===== config.mk =====
export PLATFORM = sky130hd
export DESIGN_NAME = spi_nor_flash_command_sequencer_unit
export DESIGN_NICKNAME = d
export VERILOG_FILES = /design/src/snfcs_pkg.sv /design/src/snfcs_core.sv /design/src/snfcs_out.sv /design/src/spi_nor_flash_command_sequencer_unit.sv
export SDC_FILE = /design/constraint.sdc
export NUM_CORES = 1
export LEC_CHECK = 0
export CORE_MARGIN = 3
export CORE_UTILIZATION = 50
export CTS_CLUSTER_DIAMETER = 60
export CTS_CLUSTER_SIZE = 8
export DETAILED_ROUTE_END_ITERATION = 6
export DONT_BUFFER_PORTS = 1
export PLACE_DENSITY_LB_ADDON = 0.25
export SETUP_SLACK_MARGIN = 0.5
export SYNTH_ARGS = -nofsm -noshare
export SYNTH_HDL_FRONTEND = slang
export SYNTH_SLANG_ARGS = --single-unit

===== constraint.sdc =====
create_clock -name clk -period 5.95 [get_ports clk]
set_input_delay 1.19 -clock clk [delete_from_list [all_inputs] [get_ports clk]]
set_output_delay 1.19 -clock clk [all_outputs]
set_load 0.03 [all_outputs]

===== src/snfcs_pkg.sv =====
// package for the spi nor flash command sequencer
// types, codes and result record; no dependencies
`default_nettype none
package snfcs_pkg;

  localparam int unsigned IN_W  = 51;
  localparam int unsigned OUT_W = 48;

  typedef enum logic [2:0] {
    ACT_READ  = 3'd0,
    ACT_PROG  = 3'd1,
    ACT_ERASE = 3'd2,
    ACT_CHIP  = 3'd3,
    ACT_ID    = 3'd4,
    ACT_HOST  = 3'd5,
    ACT_RESP  = 3'd6,
    ACT_BAD   = 3'd7
  } action_t;

  typedef enum logic [2:0] {
    K_SPI  = 3'd0,
    K_HOST = 3'd1,
    K_WANT = 3'd2,
    K_DONE = 3'd3,
    K_REJ  = 3'd4
  } kind_t;

  typedef enum logic [4:0] {
    PH_IDLE, PH_RD_HDR, PH_RD_DATA, PH_WREN, PH_PP_HDR, PH_PP_WANT, PH_PP_DATA,
    PH_POLL_CMD, PH_POLL_STAT, PH_SE_HDR, PH_CE_CMD, PH_ID, PH_PRE_CMD, PH_PRE_STAT
  } phase_t;

  typedef enum logic [2:0] {
    OP_NONE, OP_READ, OP_PROG, OP_ERASE, OP_CHIP, OP_ID
  } op_t;

  localparam logic [7:0] CMD_READ = 8'h03;
  localparam logic [7:0] CMD_PP   = 8'h02;
  localparam logic [7:0] CMD_WREN = 8'h06;
  localparam logic [7:0] CMD_RDSR = 8'h05;
  localparam logic [7:0] CMD_SE   = 8'h20;
  localparam logic [7:0] CMD_CE   = 8'hC7;
  localparam logic [7:0] CMD_RDID = 8'h9F;
  localparam logic [7:0] DUMMY    = 8'hFF;

  typedef struct packed {
    kind_t       kind;
    logic [7:0]  spi_byte;
    logic        hold_select;
    logic [7:0]  host_byte;
    logic [23:0] id_value;
  } res_t;

  typedef struct packed {
    res_t r0;
    res_t r1;
    logic two;
  } step_t;

  function automatic res_t mk(kind_t k, logic [7:0] s, logic h, logic [7:0] hb,
                              logic [23:0] id);
    res_t r;
    r.kind = k; r.spi_byte = s; r.hold_select = h; r.host_byte = hb; r.id_value = id;
    return r;
  endfunction

endpackage
`default_nettype wire


===== src/snfcs_core.sv =====
// sequencer state and single-pass next-state logic
// depends on snfcs_pkg
`default_nettype none
module snfcs_core #(
  parameter int unsigned PAGE_BYTES   = 256,
  parameter int unsigned SECTOR_BYTES = 4096
) (
  input  wire logic                 clk,
  input  wire logic                 rst,
  input  wire logic                 go,
  input  wire logic [2:0]           action,
  input  wire logic [23:0]          address,
  input  wire logic [15:0]          length,
  input  wire logic [7:0]           data_byte,
  output snfcs_pkg::step_t          step
);
  import snfcs_pkg::*;

  localparam int unsigned PW = $clog2(PAGE_BYTES);
  localparam int unsigned SW = $clog2(SECTOR_BYTES);

  phase_t      phase, phase_next;
  logic [2:0]  fbi, fbi_next;
  logic [23:0] cur, cur_next;
  logic [8:0]  chunk, chunk_next;
  logic [15:0] total, total_next;
  logic [15:0] sect, sect_next;
  op_t         op, op_next;
  logic [23:0] ids, ids_next;

  always_ff @(posedge clk) begin
    if (rst) begin
      phase <= PH_IDLE; fbi <= '0; cur <= '0; chunk <= '0;
      total <= '0; sect <= '0; op <= OP_NONE; ids <= '0;
    end else if (go) begin
      phase <= phase_next; fbi <= fbi_next; cur <= cur_next; chunk <= chunk_next;
      total <= total_next; sect <= sect_next; op <= op_next; ids <= ids_next;
    end
  end

  function automatic logic [7:0] abyte(logic [2:0] i, logic [23:0] a);
    logic [7:0] b;
    case (i)
      3'd1:    b = a[23:16];
      3'd2:    b = a[15:8];
      default: b = a[7:0];
    endcase
    return b;
  endfunction

  function automatic logic [8:0] room_of(logic [23:0] a, logic [15:0] t);
    logic [9:0] rm;
    rm = 10'(PAGE_BYTES) - 10'(a[PW-1:0]);
    return ({6'd0, rm} > t) ? t[8:0] : rm[8:0];
  endfunction

  always_comb begin
    res_t r0, r1, rej, spi_o;
    logic two;
    logic idle;
    logic [2:0] i;
    logic [23:0] sa;
    phase_next = phase; fbi_next = fbi; cur_next = cur; chunk_next = chunk;
    total_next = total; sect_next = sect; op_next = op; ids_next = ids;
    rej = mk(K_REJ, 8'd0, 1'b0, 8'd0, 24'd0);
    spi_o = rej;
    r0 = rej; r1 = rej; two = 1'b0;
    i = fbi;
    idle = (phase == PH_IDLE) || (phase > PH_PRE_STAT);
    sa = address;
    sa[SW-1:0] = '0;
    case (action_t'(action))
      ACT_READ, ACT_PROG, ACT_ERASE, ACT_CHIP, ACT_ID: begin
        if (idle) begin
          fbi_next = '0;
          cur_next = address;
          case (action_t'(action))
            ACT_READ: begin
              op_next = OP_READ; total_next = length; phase_next = PH_RD_HDR;
              fbi_next = 3'd1; r0 = mk(K_SPI, CMD_READ, 1'b1, 8'd0, 24'd0);
            end
            ACT_PROG: begin
              op_next = OP_PROG; total_next = length;
              if (length == 16'd0) begin
                phase_next = PH_IDLE; op_next = OP_NONE;
                r0 = mk(K_DONE, 8'd0, 1'b0, 8'd0, 24'd0);
              end else begin
                chunk_next = room_of(address, length); phase_next = PH_WREN;
                r0 = mk(K_SPI, CMD_WREN, 1'b0, 8'd0, 24'd0);
              end
            end
            ACT_ERASE: begin
              op_next = OP_ERASE; sect_next = length; cur_next = sa;
              if (length == 16'd0) begin
                phase_next = PH_IDLE; op_next = OP_NONE;
                r0 = mk(K_DONE, 8'd0, 1'b0, 8'd0, 24'd0);
              end else begin
                phase_next = PH_WREN;
                r0 = mk(K_SPI, CMD_WREN, 1'b0, 8'd0, 24'd0);
              end
            end
            ACT_CHIP: begin
              op_next = OP_CHIP; phase_next = PH_WREN;
              r0 = mk(K_SPI, CMD_WREN, 1'b0, 8'd0, 24'd0);
            end
            default: begin
              op_next = OP_ID; ids_next = '0; phase_next = PH_ID; fbi_next = 3'd1;
              r0 = mk(K_SPI, CMD_RDID, 1'b1, 8'd0, 24'd0);
            end
          endcase
        end
      end
      ACT_HOST: begin
        if (phase == PH_PP_WANT) begin
          r0 = mk(K_SPI, data_byte, chunk > 9'd1, 8'd0, 24'd0);
          chunk_next = chunk - 9'd1; total_next = total - 16'd1;
          cur_next = cur + 24'd1; phase_next = PH_PP_DATA;
        end
      end
      ACT_RESP: begin
        if (!idle && phase != PH_PP_WANT) begin
          case (phase)
            PH_RD_HDR: begin
              if (fbi < 3'd4) begin
                fbi_next = fbi + 3'd1;
                r0 = mk(K_SPI, abyte(i, cur), (i < 3'd3) ? 1'b1 : (total != 16'd0),
                        8'd0, 24'd0);
              end else if (total == 16'd0) begin
                phase_next = PH_IDLE; op_next = OP_NONE; fbi_next = '0;
                r0 = mk(K_DONE, 8'd0, 1'b0, 8'd0, 24'd0);
              end else begin
                phase_next = PH_RD_DATA;
                r0 = mk(K_SPI, DUMMY, total > 16'd1, 8'd0, 24'd0);
              end
            end
            PH_RD_DATA: begin
              two = 1'b1;
              r0 = mk(K_HOST, 8'd0, 1'b0, data_byte, 24'd0);
              total_next = total - 16'd1; cur_next = cur + 24'd1;
              if (total_next != 16'd0) begin
                r1 = mk(K_SPI, DUMMY, total_next > 16'd1, 8'd0, 24'd0);
              end else begin
                phase_next = PH_IDLE; op_next = OP_NONE; fbi_next = '0;
                r1 = mk(K_DONE, 8'd0, 1'b0, 8'd0, 24'd0);
              end
            end
            PH_WREN: begin
              if (op == OP_PROG) begin
                phase_next = PH_PP_HDR; fbi_next = 3'd1;
                r0 = mk(K_SPI, CMD_PP, 1'b1, 8'd0, 24'd0);
              end else if (op == OP_ERASE) begin
                phase_next = PH_PRE_CMD;
                r0 = mk(K_SPI, CMD_RDSR, 1'b1, 8'd0, 24'd0);
              end else begin
                phase_next = PH_CE_CMD;
                r0 = mk(K_SPI, CMD_CE, 1'b0, 8'd0, 24'd0);
              end
            end
            PH_PP_HDR: begin
              if (fbi < 3'd4) begin
                fbi_next = fbi + 3'd1;
                r0 = mk(K_SPI, abyte(i, cur), 1'b1, 8'd0, 24'd0);
              end else begin
                phase_next = PH_PP_WANT;
                r0 = mk(K_WANT, 8'd0, 1'b0, 8'd0, 24'd0);
              end
            end
            PH_PP_DATA: begin
              if (chunk != 9'd0) begin
                phase_next = PH_PP_WANT;
                r0 = mk(K_WANT, 8'd0, 1'b0, 8'd0, 24'd0);
              end else begin
                phase_next = PH_POLL_CMD;
                r0 = mk(K_SPI, CMD_RDSR, 1'b1, 8'd0, 24'd0);
              end
            end
            PH_POLL_CMD: begin
              phase_next = PH_POLL_STAT;
              r0 = mk(K_SPI, DUMMY, 1'b0, 8'd0, 24'd0);
            end
            PH_POLL_STAT: begin
              if (data_byte[0]) begin
                phase_next = PH_POLL_CMD;
                r0 = mk(K_SPI, CMD_RDSR, 1'b1, 8'd0, 24'd0);
              end else begin
                r0 = mk(K_DONE, 8'd0, 1'b0, 8'd0, 24'd0);
                phase_next = PH_IDLE; op_next = OP_NONE; fbi_next = '0;
                if (op == OP_PROG && total != 16'd0) begin
                  chunk_next = room_of(cur, total); phase_next = PH_WREN;
                  op_next = op; fbi_next = fbi;
                  r0 = mk(K_SPI, CMD_WREN, 1'b0, 8'd0, 24'd0);
                end else if (op == OP_ERASE) begin
                  sect_next = sect - 16'd1;
                  cur_next = cur + 24'(SECTOR_BYTES);
                  if (sect_next != 16'd0) begin
                    phase_next = PH_WREN; op_next = op; fbi_next = fbi;
                    r0 = mk(K_SPI, CMD_WREN, 1'b0, 8'd0, 24'd0);
                  end
                end
              end
            end
            PH_PRE_CMD: begin
              phase_next = PH_PRE_STAT;
              r0 = mk(K_SPI, DUMMY, 1'b0, 8'd0, 24'd0);
            end
            PH_PRE_STAT: begin
              if (data_byte[0]) begin
                phase_next = PH_PRE_CMD;
                r0 = mk(K_SPI, CMD_RDSR, 1'b1, 8'd0, 24'd0);
              end else begin
                phase_next = PH_SE_HDR; fbi_next = 3'd1;
                r0 = mk(K_SPI, CMD_SE, 1'b1, 8'd0, 24'd0);
              end
            end
            PH_SE_HDR: begin
              if (fbi < 3'd4) begin
                fbi_next = fbi + 3'd1;
                r0 = mk(K_SPI, abyte(i, cur), i < 3'd3, 8'd0, 24'd0);
              end else begin
                phase_next = PH_POLL_CMD;
                r0 = mk(K_SPI, CMD_RDSR, 1'b1, 8'd0, 24'd0);
              end
            end
            PH_CE_CMD: begin
              phase_next = PH_POLL_CMD;
              r0 = mk(K_SPI, CMD_RDSR, 1'b1, 8'd0, 24'd0);
            end
            PH_ID: begin
              if (fbi >= 3'd2) ids_next = {ids[15:0], data_byte};
              if (fbi < 3'd4) begin
                fbi_next = fbi + 3'd1;
                r0 = mk(K_SPI, DUMMY, i < 3'd3, 8'd0, 24'd0);
              end else begin
                phase_next = PH_IDLE; op_next = OP_NONE; fbi_next = '0;
                r0 = mk(K_DONE, 8'd0, 1'b0, 8'd0, ids_next);
              end
            end
            default: r0 = rej;
          endcase
        end
      end
      default: r0 = rej;
    endcase
    step.r0 = r0;
    step.r1 = r1;
    step.two = two;
  end

endmodule
`default_nettype wire


===== src/snfcs_out.sv =====
// result register: holds up to two results of one request and sends them in turn
// depends on snfcs_pkg
`default_nettype none
module snfcs_out (
  input  wire logic                   clk,
  input  wire logic                   rst,
  input  wire logic                   load,
  input  snfcs_pkg::step_t            step,
  output logic                        busy_next_free,
  output logic                        m_axis_tvalid,
  input  wire logic                   m_axis_tready,
  output logic [snfcs_pkg::OUT_W-1:0] m_axis_tdata,
  output logic                        m_axis_tlast
);
  import snfcs_pkg::*;

  res_t       a, b;
  logic       va, vb;
  logic       pop;

  assign pop = m_axis_tvalid && m_axis_tready;
  // free when nothing remains after this cycle's pop
  assign busy_next_free = !va || (pop && !vb);

  always_ff @(posedge clk) begin
    if (rst) begin
      va <= 1'b0; vb <= 1'b0;
    end else if (load) begin
      va <= 1'b1; vb <= step.two;
    end else if (pop) begin
      va <= vb; vb <= 1'b0;
    end
  end

  always_ff @(posedge clk) begin
    if (load) begin
      a <= step.r0; b <= step.r1;
    end else if (pop) begin
      a <= b;
    end
  end

  assign m_axis_tvalid = va;
  assign m_axis_tlast  = !vb;
  // kind, spi_byte, hold_select, host_byte, id_value, pad
  assign m_axis_tdata = {4'd0, a.id_value, a.host_byte, a.hold_select, a.spi_byte,
                         a.kind};

endmodule
`default_nettype wire


===== src/spi_nor_flash_command_sequencer_unit.sv =====
// top level of the spi nor flash command sequencer
// depends on snfcs_pkg, snfcs_core, snfcs_out
// One request per clock while there is room: each request moves the sequencer
// one SPI byte along and yields one result, or two (host byte then next byte or
// done) while reading. A request is taken whenever the result register will be
// empty after this cycle, so a read holds the next request until both are sent.
`default_nettype none
module spi_nor_flash_command_sequencer_unit #(
  parameter int unsigned PAGE_BYTES   = 256,
  parameter int unsigned SECTOR_BYTES = 4096
) (
  input  wire logic                        clk,
  input  wire logic                        rst,
  input  wire logic                        s_axis_tvalid,
  output logic                             s_axis_tready,
  // action, address, length, data_byte, pad
  input  wire logic [55:0]                 s_axis_tdata,
  output logic                             m_axis_tvalid,
  input  wire logic                        m_axis_tready,
  // kind, spi_byte, hold_select, host_byte, id_value, pad
  output logic [snfcs_pkg::OUT_W-1:0]      m_axis_tdata,
  output logic                             m_axis_tlast
);
  import snfcs_pkg::*;

  step_t st;
  logic  go;
  logic  free;

  assign s_axis_tready = free;
  assign go = s_axis_tvalid && s_axis_tready;

  snfcs_core #(.PAGE_BYTES(PAGE_BYTES), .SECTOR_BYTES(SECTOR_BYTES)) u_core (
    .clk(clk), .rst(rst), .go(go),
    .action(s_axis_tdata[2:0]), .address(s_axis_tdata[26:3]),
    .length(s_axis_tdata[42:27]), .data_byte(s_axis_tdata[50:43]),
    .step(st)
  );

  snfcs_out u_out (
    .clk(clk), .rst(rst), .load(go), .step(st), .busy_next_free(free),
    .m_axis_tvalid(m_axis_tvalid), .m_axis_tready(m_axis_tready),
    .m_axis_tdata(m_axis_tdata), .m_axis_tlast(m_axis_tlast)
  );

endmodule
`default_nettype wire


==> flow_summary.json <==
{
  "end_kind": "flop",
  "crit_type": "flop to flop",
  "reg2reg_from": "u_core.total[1]$_SDFFE_PP0P_",
  "fmax_mhz": 255.2,
  "path_max_fanout": 13,
  "wl_met3_um": 3148,
  "post-cts-setup-buffers": 0,
  "hp-class": "flop to flop",
  "clock-sinks": 141,
  "ff2ff_path_depth": 10,
  "synth.avg_cell_area_um2": 7.796,
  "hold_viol_final": 0,
  "nFillCells": 1767,
  "worstMarginPinSlew_ns": 1.219,
  "ioPinCount": 111,
  "drive_gt1_share_pct": 6.650,
  "core-area_mm2": 0.01908,
  "cp-endpoint": "u_core.op[2]$_SDFFE_PP0P_",
  "die_w_um": 146.6,
  "ctsHoldBuffers": 0,
  "grt_use_total_pct": 28.72,
  "slew_viol_final": 0,
  "start_util_pct": 51.76,
  "start_kind": "flop",
  "r2r_setup_slack_ns": 2.03,
  "cts_made_buffers": 17,
  "startpoint": "u_core.total[1]$_SDFFE_PP0P_",
  "top_layer_used": "met4",
  "synth_edf_count": 48,
  "syn_inst": 1267,
  "drc": 0,
  "insertion_delay_ns": 0.44,
  "cts_tree": "built",
  "drt_iter0_markers": 1265,
  "yosysSeqAreaShare_pct": 33.44,
  "worstPathArrival_ns": 4.25,
  "power_density_mw_per_mm2": 276.1,
  "nets": 1299,
  "peakVddDrop_uv": 217.1,
  "die_area_mm2": 0.02148,
  "grt_pass1_vias": 8809,
  "h-tree-depth": 4,
  "routed_wl_um": 31640,
  "cts_resized": 0,
  "setup_slack_ns": 2.032,
  "hpwl_um": 22200,
  "grt_start_max_net_pins": 84,
  "leakage_uw": 0.003712,
  "rsz0062_at_grt": "false",
  "synth_commonest_cells": "nand2_1, nor2_1, a21oi_1, o21ai_0, dfxtp_1",
  "cts-root-buf": "clkbuf_16",
  "worstReg2RegEnd": "u_core.op[2]$_SDFFE_PP0P_",
  "cap_violations": 0,
  "synth_top_area_share_pct": 18.85,
  "dieHeight_um": 146.6,
  "min_period_ns": 3.918,
  "tns_ns": 0,
  "ys_types": 83,
  "critPathRequiredTime_ns": 6.28,
  "yosys.area.top_type": "dfxtp_1",
  "overflow": 0,
  "postRouteAntennaNets": 0,
  "post-route-period-util_pct": 65.85,
  "portBuffers": 0,
  "wl_per_cell_um": 21.41,
  "antennaDiodeCount": 0,
  "firstDrtPassIters": 6,
  "vias": 9788,
  "synth.most_common_cell": "nand2_1",
  "routabilityCongestion": 1.007,
  "synth_area_leaders": "dfxtp_1, edfxtp_1, nand2_1",
  "slew-limit-headroom_pct": 18.13,
  "dp_worst_setup_slack_ns": 1.869,
  "grt_pass1_wl_um": 49650,
  "routed-wl-met2_um": 13930,
  "area_delta_synth_final_pct": 6.689,
  "run_status": "finished, final reports clean",
  "viasPerCell": 6.622,
  "yosys_warnings": 0,
  "wl_met1_um": 13480,
  "num_rows": 50,
  "antenna_found_initial": 0,
  "clock_path_buffers": 2,
  "synthArstFlopShare_pct": 0,
  "path_clk_slew_ns": 0.07,
  "holdWs_ns": 0.4881,
  "synth.cell_area_mm2": 0.009877,
  "fin_skew_ns": 0.007796,
  "ys_ff_latch": 141,
  "synth-main-ff-cell": "dfxtp_1",
  "final-setup-viol-count": 0
}
state kept, by name, indices dropped and copies added (netlist names):
signal               cells
u_out.m_axis_tvalid      1
u_core.chunk             9
u_core.phase             4
u_core.sect             16
u_out.vb                 1
u_core.ids              16
u_core.fbi               3
u_out.b                  4
u_core.op                3
u_out.m_axis_tdata      44
u_core.cur              24
u_core.total            16
stage by stage:
step / instance area [µm²] / instances / total power [µW] / util [%]
after floorplan: 9888 / 1270 / 1667 / -
after global routing: 10540 / 1478 / 3028 / 55.23
final: 10540 / 1478 / 2909 / 55.23
after global placement: 9921 / 1446 / 1806 / 51.99
after CTS: 10540 / 1478 / 2900 / 55.23
after detailed placement: 9921 / 1446 / 1812 / 51.99
power by group:
| part | total, µW | switching [µW] | internal, µW | leakage [µW] |
|---|---|---|---|---|
| Sequential | 1160 | 114 | 1050 | 0.00124 |
| Combinational | 649 | 404 | 245 | 0.00217 |
| Clock | 1100 | 524 | 572 | 0.000300 |
| Total | 2910 | 1040 | 1870 | 0.00371 |
area by class of cell:
type	count	area (µm²)	area share, %
inverters	44	165.2	1.567
multi-input cells	991	6052	57.43
repair buffers	10	75.07	0.7124
clock buffers	17	425.4	4.037
well taps	260	325.3	3.087
clock inverters	15	191.4	1.817
flip-flops and latches	141	3303	31.35
cell usage in the layout, fill, tap and decap left out, types with 9 or more instances in the layout:
| master | n |
|---|---|
| ha_1 | 34 |
| inv_1 | 41 |
| a211oi_1 | 19 |
| clkbuf_16 | 17 |
| nand2_1 | 147 |
| edfxtp_1 | 48 |
| o31ai_1 | 19 |
| o22ai_1 | 16 |
| and2_1 | 43 |
| a21oi_1 | 109 |
| nor2_1 | 115 |
| dfxtp_1 | 93 |
| nor4_1 | 15 |
| o211ai_1 | 10 |
| nor2b_1 | 10 |
| nand4_1 | 14 |
| o21a_1 | 13 |
| a31oi_1 | 21 |
| mux2_2 | 9 |
| a22oi_1 | 31 |
| nand3_1 | 35 |
| a221oi_1 | 11 |
| xnor2_1 | 17 |
| o21ai_0 | 100 |
| nand2b_1 | 12 |
| nor3_1 | 35 |
| buf_4 | 10 |
| and3_1 | 9 |
| mux2i_1 | 14 |
worst max-delay path: stages, from the launching register on:
cell	delay, ns
dfxtp_1	0.44
inv_1	0.30
ha_1	0.54
or4b_4	0.57
o31ai_4	0.22
nand4_2	0.13
a2111oi_4	0.49
a21o_4	0.24
inv_2	0.07
nor3_2	0.42
mux2_2	0.38
worst min path at each step:
stage                                       from                            to  slack (ns)  cells after the start
detailed placement   u_core.sect[7]$_SDFFE_PP0P_   u_core.sect[7]$_SDFFE_PP0P_        0.48                      2
global route        u_core.sect[15]$_SDFFE_PP0P_  u_core.sect[15]$_SDFFE_PP0P_        0.51                      2
finish                 u_core.op[1]$_SDFFE_PP0P_     u_core.op[1]$_SDFFE_PP0P_        0.49                      2
CTS                    u_core.op[1]$_SDFFE_PP0P_     u_core.op[1]$_SDFFE_PP0P_        0.49                      2
floorplan            u_core.sect[7]$_SDFFE_PP0P_   u_core.sect[7]$_SDFFE_PP0P_        0.46                      2
global placement    u_core.sect[15]$_SDFFE_PP0P_  u_core.sect[15]$_SDFFE_PP0P_        0.47                      2
per-layer routing:
layer,track usage (%),vias up
met4,10.68,0
met5,0,-
met3,7.294,85
met1,39.84,4567
li1,-,4587
met2,43.25,549
logic make-up after synthesis:
logic type      after synthesis  share of synthesized area [%]
other cells                   1                        0.03797
xor+xnor                     23                          2.039
buf+inv                     138                          5.523
fa+ha+maj                    34                          4.307
mux                          24                          2.597
flops                       141                          33.44
simple gates                485                          24.23
compound gates              421                          27.82
No activity file was read; power rests on OpenSTA's default activity.
